===== config.mk =====
export PLATFORM = sky130hd
export DESIGN_NAME = control_byte_escape_codec_unit
export DESIGN_NICKNAME = d
export VERILOG_FILES = /design/src/rtl/cbe_pkg.sv /design/src/rtl/cbe_map.sv /design/src/rtl/control_byte_escape_codec_unit.sv
export SDC_FILE = /design/constraint.sdc
export NUM_CORES = 1
export LEC_CHECK = 0
export BUFFER_PORTS_ARGS = -buffer_cell sky130_fd_sc_hd__buf_2
export CAP_MARGIN = 20
export CORE_AREA = 5 5 71 73
export DETAILED_ROUTE_END_ITERATION = 8
export DIE_AREA = 0 0 76 78
export PLACE_DENSITY = 0.65
export RECOVER_POWER = 25
export REMOVE_ABC_BUFFERS = 1
export SYNTH_ARGS = -nofsm -noshare
export SYNTH_HDL_FRONTEND = slang
export SYNTH_SLANG_ARGS = --single-unit
export TNS_END_PERCENT = 5

===== constraint.sdc =====
create_clock -name i_clk -period 4.1 [get_ports i_clk]
set_input_delay 0.82 -clock i_clk [delete_from_list [all_inputs] [get_ports i_clk]]
set_output_delay 0.82 -clock i_clk [all_outputs]
set_load 0.05 [all_outputs]

===== src/rtl/cbe_pkg.sv =====
// Shared types and byte constants for the control byte escape codec.
package cbe_pkg;

    localparam logic [7:0] CH_ESC    = 8'h21;
    localparam logic [7:0] CH_AT     = 8'h40;
    localparam logic [7:0] CH_UNDER  = 8'h5F;
    localparam logic [7:0] CH_SPACE  = 8'h20;
    localparam logic [7:0] HI_LOW    = 8'h80;
    localparam logic [7:0] HI_END    = 8'hA0;
    localparam logic [7:0] LOW7      = 8'h7F;
    localparam logic [7:0] SHIFT_OFS = 8'h40;

    localparam logic DIR_DECODE = 1'b0;
    localparam logic DIR_ENCODE = 1'b1;

    typedef struct packed {
        logic [7:0] out_byte;
        logic       is_last;
        logic       bad_escape;
    } t_result;

    typedef struct packed {
        logic [1:0] count;
        t_result    res0;
        t_result    res1;
        logic       next_escape;
    } t_map;

endpackage


===== src/rtl/cbe_map.sv =====
// Combinational byte mapping for one input byte in either direction.
module cbe_map (
    input  logic          i_direction,
    input  logic          i_escape,
    input  logic [7:0]    i_byte,
    input  logic          i_first,
    output cbe_pkg::t_map o_map
);
    import cbe_pkg::*;

    logic esc;
    logic in_high;

    assign esc     = i_escape & ~i_first;
    assign in_high = (i_byte >= HI_LOW) && (i_byte < HI_END);

    always_comb begin
        o_map             = '0;
        o_map.count       = 2'd1;
        o_map.res0        = '{out_byte: i_byte, is_last: 1'b1, bad_escape: 1'b0};
        o_map.res1        = '{out_byte: i_byte, is_last: 1'b1, bad_escape: 1'b0};
        o_map.next_escape = esc;
        if (i_direction == DIR_ENCODE) begin
            if (i_byte < CH_SPACE) begin
                o_map.res0.out_byte = i_byte + HI_LOW;
            end else if (in_high || i_byte == CH_ESC) begin
                // Two bytes: the escape mark first, then the shifted byte (or a second escape mark).
                o_map.count         = 2'd2;
                o_map.res0.out_byte = CH_ESC;
                o_map.res0.is_last  = 1'b0;
                o_map.res1.out_byte = in_high ? (i_byte - SHIFT_OFS) : CH_ESC;
            end
        end else begin
            if (esc) begin
                o_map.next_escape = 1'b0;
                if (i_byte == CH_ESC) begin
                    o_map.res0.out_byte = CH_ESC;
                end else if (i_byte >= CH_AT && i_byte <= CH_UNDER) begin
                    o_map.res0.out_byte = i_byte + SHIFT_OFS;
                end else begin
                    o_map.res0.out_byte   = 8'h00;
                    o_map.res0.bad_escape = 1'b1;
                end
            end else if (in_high) begin
                o_map.res0.out_byte = i_byte & LOW7;
            end else if (i_byte == CH_ESC) begin
                // A lone escape mark produces no output.
                o_map.count       = 2'd0;
                o_map.next_escape = 1'b1;
            end
        end
    end

endmodule


===== src/rtl/control_byte_escape_codec_unit.sv =====
// Top level of the control byte escape codec: input stage, mapper, result stage.
//
//  Channel   Direction  Payload
//  s_axis    in         tdata = data_byte, tuser = first
//  m_axis    out        tdata = out_byte, tlast = is_last, tuser = bad_escape
//  cfg       in         i_cfg_data = direction (0 decode, 1 encode)
//
// Each byte moves from the input register through the mapper to the result register.
// One byte per cycle while m_axis is ready and each byte gives at most one result;
// an encoded byte that gives two results holds the result register, and so the
// input, until its second result is taken.
// Reset clears the valid flags, the escape flag and the direction (decode).
// A stall on m_axis backs up into s_axis through the input register.
module control_byte_escape_codec_unit (
    input  logic       i_clk,
    input  logic       i_rst_n,
    input  logic       s_axis_tvalid,
    output logic       s_axis_tready,
    input  logic [7:0] s_axis_tdata,   // [7:0] data_byte
    input  logic       s_axis_tuser,   // [0] first
    output logic       m_axis_tvalid,
    input  logic       m_axis_tready,
    output logic [7:0] m_axis_tdata,   // [7:0] out_byte
    output logic       m_axis_tlast,
    output logic       m_axis_tuser,   // [0] bad_escape
    input  logic       i_cfg_valid,
    output logic       o_cfg_ready,
    input  logic       i_cfg_data
);
    import cbe_pkg::*;

    logic       r_dir, n_dir;
    logic       r_esc, n_esc;
    logic       r_in_valid, n_in_valid;
    logic [7:0] r_in_byte, n_in_byte;
    logic       r_in_first, n_in_first;
    logic [1:0] r_cnt, n_cnt;
    t_result    r_res0, n_res0;
    t_result    r_res1, n_res1;

    t_map       map;
    logic       take;
    logic       space;
    logic       adv;
    logic       in_acc;

    cbe_map u_map (
        .i_direction (r_dir),
        .i_escape    (r_esc),
        .i_byte      (r_in_byte),
        .i_first     (r_in_first),
        .o_map       (map)
    );

    assign take   = (r_cnt != 2'd0) && m_axis_tready;
    assign space  = (r_cnt == 2'd0) || ((r_cnt == 2'd1) && m_axis_tready);
    assign adv    = r_in_valid && space;
    assign in_acc = s_axis_tvalid && s_axis_tready;

    assign s_axis_tready = !r_in_valid || space;
    assign o_cfg_ready   = 1'b1;
    assign m_axis_tvalid = (r_cnt != 2'd0);
    assign m_axis_tdata  = r_res0.out_byte;
    assign m_axis_tlast  = r_res0.is_last;
    assign m_axis_tuser  = r_res0.bad_escape;

    always_comb begin
        n_dir      = (i_cfg_valid && o_cfg_ready) ? i_cfg_data : r_dir;
        n_esc      = adv ? map.next_escape : r_esc;
        n_in_valid = in_acc ? 1'b1 : (adv ? 1'b0 : r_in_valid);
        n_in_byte  = in_acc ? s_axis_tdata : r_in_byte;
        n_in_first = in_acc ? s_axis_tuser : r_in_first;
        n_cnt      = r_cnt;
        n_res0     = r_res0;
        n_res1     = r_res1;
        if (adv) begin
            n_cnt  = map.count;
            n_res0 = map.res0;
            n_res1 = map.res1;
        end else if (take) begin
            // Second result of a pair moves up to the output slot.
            n_cnt  = r_cnt - 2'd1;
            n_res0 = r_res1;
        end
    end

    always_ff @(posedge i_clk) begin
        if (!i_rst_n) begin
            r_dir      <= DIR_DECODE;
            r_esc      <= 1'b0;
            r_in_valid <= 1'b0;
            r_cnt      <= 2'd0;
        end else begin
            r_dir      <= n_dir;
            r_esc      <= n_esc;
            r_in_valid <= n_in_valid;
            r_cnt      <= n_cnt;
        end
    end

    always_ff @(posedge i_clk) begin
        r_in_byte  <= n_in_byte;
        r_in_first <= n_in_first;
        r_res0     <= n_res0;
        r_res1     <= n_res1;
    end

    a_cnt_range: assert property (@(posedge i_clk) disable iff (!i_rst_n)
        r_cnt != 2'd3)
        else $error("result count out of range");

    a_pair_not_last: assert property (@(posedge i_clk) disable iff (!i_rst_n)
        (r_cnt == 2'd2) |-> !m_axis_tlast)
        else $error("first of a result pair marked last");

    a_bad_is_zero: assert property (@(posedge i_clk) disable iff (!i_rst_n)
        (m_axis_tvalid && m_axis_tuser) |-> (m_axis_tdata == 8'h00 && m_axis_tlast))
        else $error("bad escape result not zero or not last");

    a_esc_decode_only: assert property (@(posedge i_clk) disable iff (!i_rst_n)
        $rose(r_esc) |-> $past(r_dir == DIR_DECODE))
        else $error("escape flag set in encode mode");

    a_in_hold: assert property (@(posedge i_clk) disable iff (!i_rst_n)
        (r_in_valid && !space) |=> (r_in_valid && $stable(r_in_byte)))
        else $error("input stage lost a stalled byte");

endmodule

### Word-level counts from Yosys, hierarchy flattened

Cells that the tools add are included.

| storage, ports and cells | value |
|---|---|
| bits in registers | 32 |
| bits in latches | 0 |
| bits in writable memories | 0 |
| bits in read-only memories | 0 |
| bits of input ports | 15 |
| output and inout bits | 13 |
| word-level logic and storage cells | 68 |
| memories | 0 |

| cells by class | value |
|---|---|
| add/sub/neg operators | 4 |
| $mul | 0 |
| divide/modulo/power cells | 0 |
| $lt $le $gt $ge | 5 |
| eq/ne operators | 2 |
| shift operators | 0 |
| multiplexer cells | 31 |
| bitwise operators | 2 |
| reduce and logical (&&, ||, !) cells | 14 |

Operators with widths:

| operator | number |
|---|---|
| 2-to-1 mux 8 bit | 9 |
| 2-to-1 mux 10 bit | 3 |
| 2-to-1 mux 1 bit | 15 |
| 2-to-1 mux 11 bit | 1 |
| adder 8 x 7 -> 8 bit (second input constant) | 1 |
| adder 8 bit (second input constant) | 1 |
| equality test 8 x 6 -> 1 bit (second input constant) | 1 |
| >= comparator 8 x 7 -> 1 bit (second input constant) | 1 |
| >= comparator 8 bit (second input constant) | 1 |
| <= comparator 8 x 7 -> 1 bit (second input constant) | 1 |
| less-than comparator 8 x 6 -> 1 bit (second input constant) | 1 |
| less-than comparator 8 bit (second input constant) | 1 |
| subtractor 8 x 7 -> 8 bit (second input constant) | 1 |
| logical AND 1 bit | 6 |
| 2-to-1 mux 2 bit | 3 |
| nonzero test 2 bit | 3 |
| logical OR 1 bit | 3 |
| equality test 2 x 1 -> 1 bit (second input constant) | 1 |
| zero test 2 bit | 1 |
| subtractor 2 x 1 -> 2 bit (second input constant) | 1 |
| bitwise AND 1 bit | 1 |
| zero test 1 bit | 1 |
| inverter 1 bit | 1 |

### Depth between registers and ports, before layout

| depth | value |
|---|---|
| word-level depth | 7 |
| gate-level depth with buffers | 7 |
| depth with buffers taken out | 7 |

### Cells and area by module

Synthesis repeated with hierarchy kept, for this count alone.

| second synthesis, totals | value |
|---|---|
| cells, all modules | 144 |
| area, all modules | 1806.7 um^2 |

Modules (own cells, without submodules):

| module | times used | cells each | area an instance (um^2) | sequential area each (um^2) |
|---|---|---|---|---|
| control_byte_escape_codec_unit | 1 | 78 | 1331.3 | 970.9 |
| cbe_map | 1 | 66 | 475.5 | 0.0 |

### Worst setup path after synthesis

Ideal clock, no wire load.

| path | value |
|---|---|
| kind | register to register |
| start | reg r_in_byte[7] |
| end | reg r_res0, in the netlist m_axis_tdata[0], data pin |
| setup time | 0.263 ns |
| data arrival time | 1.916 ns |
| required time | 3.837 ns |
| path slack | 1.921 ns |
| stages on the path, launching flop included | 8 |
| buffers on the path | 0 |
| clock period less this slack | 2.179 ns |
| cells stage by stage | edfxtp_1 > inv_1 > ha_1 > a21o_2 > a211oi_1 > or4_4 > a2111oi_2 > nor2_1 |

RTL lines:

| item | line | source |
|---|---|---|
| start: declaration | control_byte_escape_codec_unit.sv:35 | `logic [7:0] r_in_byte, n_in_byte;` |
| start signal: assignment | control_byte_escape_codec_unit.sv:102 | `r_in_byte <= n_in_byte;` |
| end signal: assignment | control_byte_escape_codec_unit.sv:104 | `r_res0 <= n_res0;` |
| end: declaration | control_byte_escape_codec_unit.sv:38 | `t_result r_res0, n_res0;` |

==> metrics.txt <==
status finished clean; max-slew violations 0; die area 5930 sq um; Mapped Area 1650 sq um; Post-synth EDFFs 27; Post-Synth XOR/XNOR Area 0; post-CTS setup buffers 0; initial antenna violation count 0; setup violators final 0; final instance area ~1900 sq um; die height 78 microns; Setup crit end kind flip-flop; most frequent cell after synthesis edfxtp_1; worst hold-check path type reg -> reg; number of global-route vias before repair 1149; Root Driver clkbuf_8; DRC 0; Filler cells 413; post-route antenna net violation count 0; largest net degree at the start of global routing 18; CP delay by family, top simple AND/OR/NAND/NOR gates; Worst Max-Slew Pin Slew 0.517 ns; total chip power 924 uW; Syn-to-layout area delta 14.5%; ranking of synthesized cells by area edfxtp_1 49%, dfxtp_1 6.1%, ha_1 5.3%; adder-cell share of the synthesized area 0.0532; via count 1153; worst-path cell chain inv_1, ha_1, nand3_1, nor2_4, or4_4, a2111oi_2, nor2_1; first-pass GRT wire length 5.31 mm; RSZ-0062 raised after global routing false; DP HPWL 2.37 mm; hold_buf cts 0; Post-Synth Simple-Gate Area 0.169; gr ovfl total 0; CTS clk-pin slew, worst paths 0.07 ns; Ports 28; syn_area_per_cell 11.4 sq um; Worst-Skew Late Latency 0.28 ns; Initial DRT Pass Iterations 4; post-route insts no fill around 220; area of the multi-input gates 646 sq um; Final Net Count 191; ys async rst share 0; CTS resizes 0; starting density of the core 0.383; CP bufs+invs 1; final hold slack 0.521 ns; Synth Instances approximately 150; ys flop type edfxtp_1; final hold vios 0; Crit Path Max Fanout 9; post-synthesis sequential area ratio 0.553; complex-gate fraction of the synthesized area 0.154; multiplexer share of the synthesized area 0.0129; Power Density 490 nW/um^2; CTS tree built; row cnt 24; GPL Wtd Cong 0.935; core area 4290 sq um; WL/cell 14.1 microns; clk_skew 0.00920 ns; CP Launch Type flip-flop; Tmin final between 2 and 2.5 ns; Crit Path Category reg -> reg; Max H-tree Level 2; DRT Wirelength between 3 and 4 mm; Iter 0 DRT Violations 56; Cells after DPL 214; top cells by count, synth 27 x edfxtp_1, 18 x nand2_1, 8 x o21ai_0; Yosys top cell by area edfxtp_1; diode count 0; final setup TNS 0 ns; Pleak 0.713 nW; port buffer count 26; Slowest-stage cell, CP edfxtp_1; CP peak stage delay 0.53 ns; largest family of logic cells by synthesized area simple AND/OR/NAND/NOR gates; Worst Path Arrival 2.46 ns; share of cells above drive strength 1 0.271; Max-slew headroom 0.646; Max VDD drop between 0.15 and 0.2 mV; CTS Sinks 32; max cap viols 0; Yosys reg bits 32; Die X-Extent around 76 microns; critical path data required time slightly above 4 ns; register area around 910 sq um; GR Util All Layers 0.109; Final period util 0.593; post-synth top area share 0.492; Vias/cell 5.19; maximum clock rate 411 MHz; placed inst area 1780 sq um; Longest Clk Path Bufs 2; CTS Buf Count 5; yosys warns 0; Synth cell types 50
[layout by cell type, fill, tap and decap left out, types with 4 or more instances in the layout]
master,instances
ha_1,7
nor2_1,7
o21ai_1,4
buf_2,26
dfxtp_1,5
nand2_1,18
edfxtp_1,27
clkbuf_8,5
o21ai_0,8
a21oi_1,7
inv_1,6
[layout make-up]
class / instances / area share
clock buffer: 6 / 0.0385
clock inverter: 2 / 0.0186
inverter: 7 / 0.0139
multi-input combinational: 97 / 0.342
sequential: 32 / 0.483
tap: 52 / 0.0345
timing repair buffer: 26 / 0.0690
[cell families (layout without fill, tap and decap cells)]
kind of cell	Yosys count	after routing
other	1	1
muxes	2	2
adders and majority gates	7	7
buffers and inverters	16	41
DFF	32	32
AOI/OAI and AO/OA	37	37
and+or+nand+nor	50	50
[worst register-to-register path, cell delays in order (launching register included)]
cell and delay (ns):
edfxtp_1 0.53, inv_1 0.18, ha_1 0.25, nand3_1 0.21, nor2_4 0.07, or4_4 0.50
a2111oi_2 0.37, nor2_1 0.09
[layer usage]
metal,global-route usage,vias to the layer above,share of wire
met4,0.0623,0,0.024
met5,0,-,0
met3,0.0278,7,0.057
met1,0.131,528,0.43
met2,0.177,46,0.49
li1,-,572,-
[per-stage QoR]
stage | setup slack, ns | utilization
after floorplan | 1.92 | -
after global placement | 1.73 | 0.414
after detailed placement | 1.63 | 0.414
after CTS | 1.70 | 0.439
after global routing | 1.54 | 0.439
final | 1.67 | 0.439
[flip-flops by register name (all words and copies together) (netlist names)]
signal and flops:
r_in_valid 1, r_res1 8, r_in_first 1, m_axis_tlast 1, r_cnt 2, r_dir 1, r_esc 1, r_in_byte 8
m_axis_tuser 1, m_axis_tdata 8
[power breakdown]
group	leakage (nW)	total (mW)	internal, mW	switching (mW)
clock network	0.0552	0.293	0.180	0.113
registers	0.296	0.425	0.402	0.0223
logic	0.362	0.205	0.0564	0.149
[worst paths after layout]
check / to / from / depth (start not counted) / slack [ns]
worst max register to register: m_axis_tdata[0] / r_in_byte[7] / 7 / 1.67
worst min register to register: r_esc / r_esc / 2 / 0.52
worst min-delay path: r_esc / r_esc / 2 / 0.52
worst max-delay path: m_axis_tdata[0] / r_in_byte[7] / 7 / 1.67
Note: power is estimated with default switching activity, not from simulation.
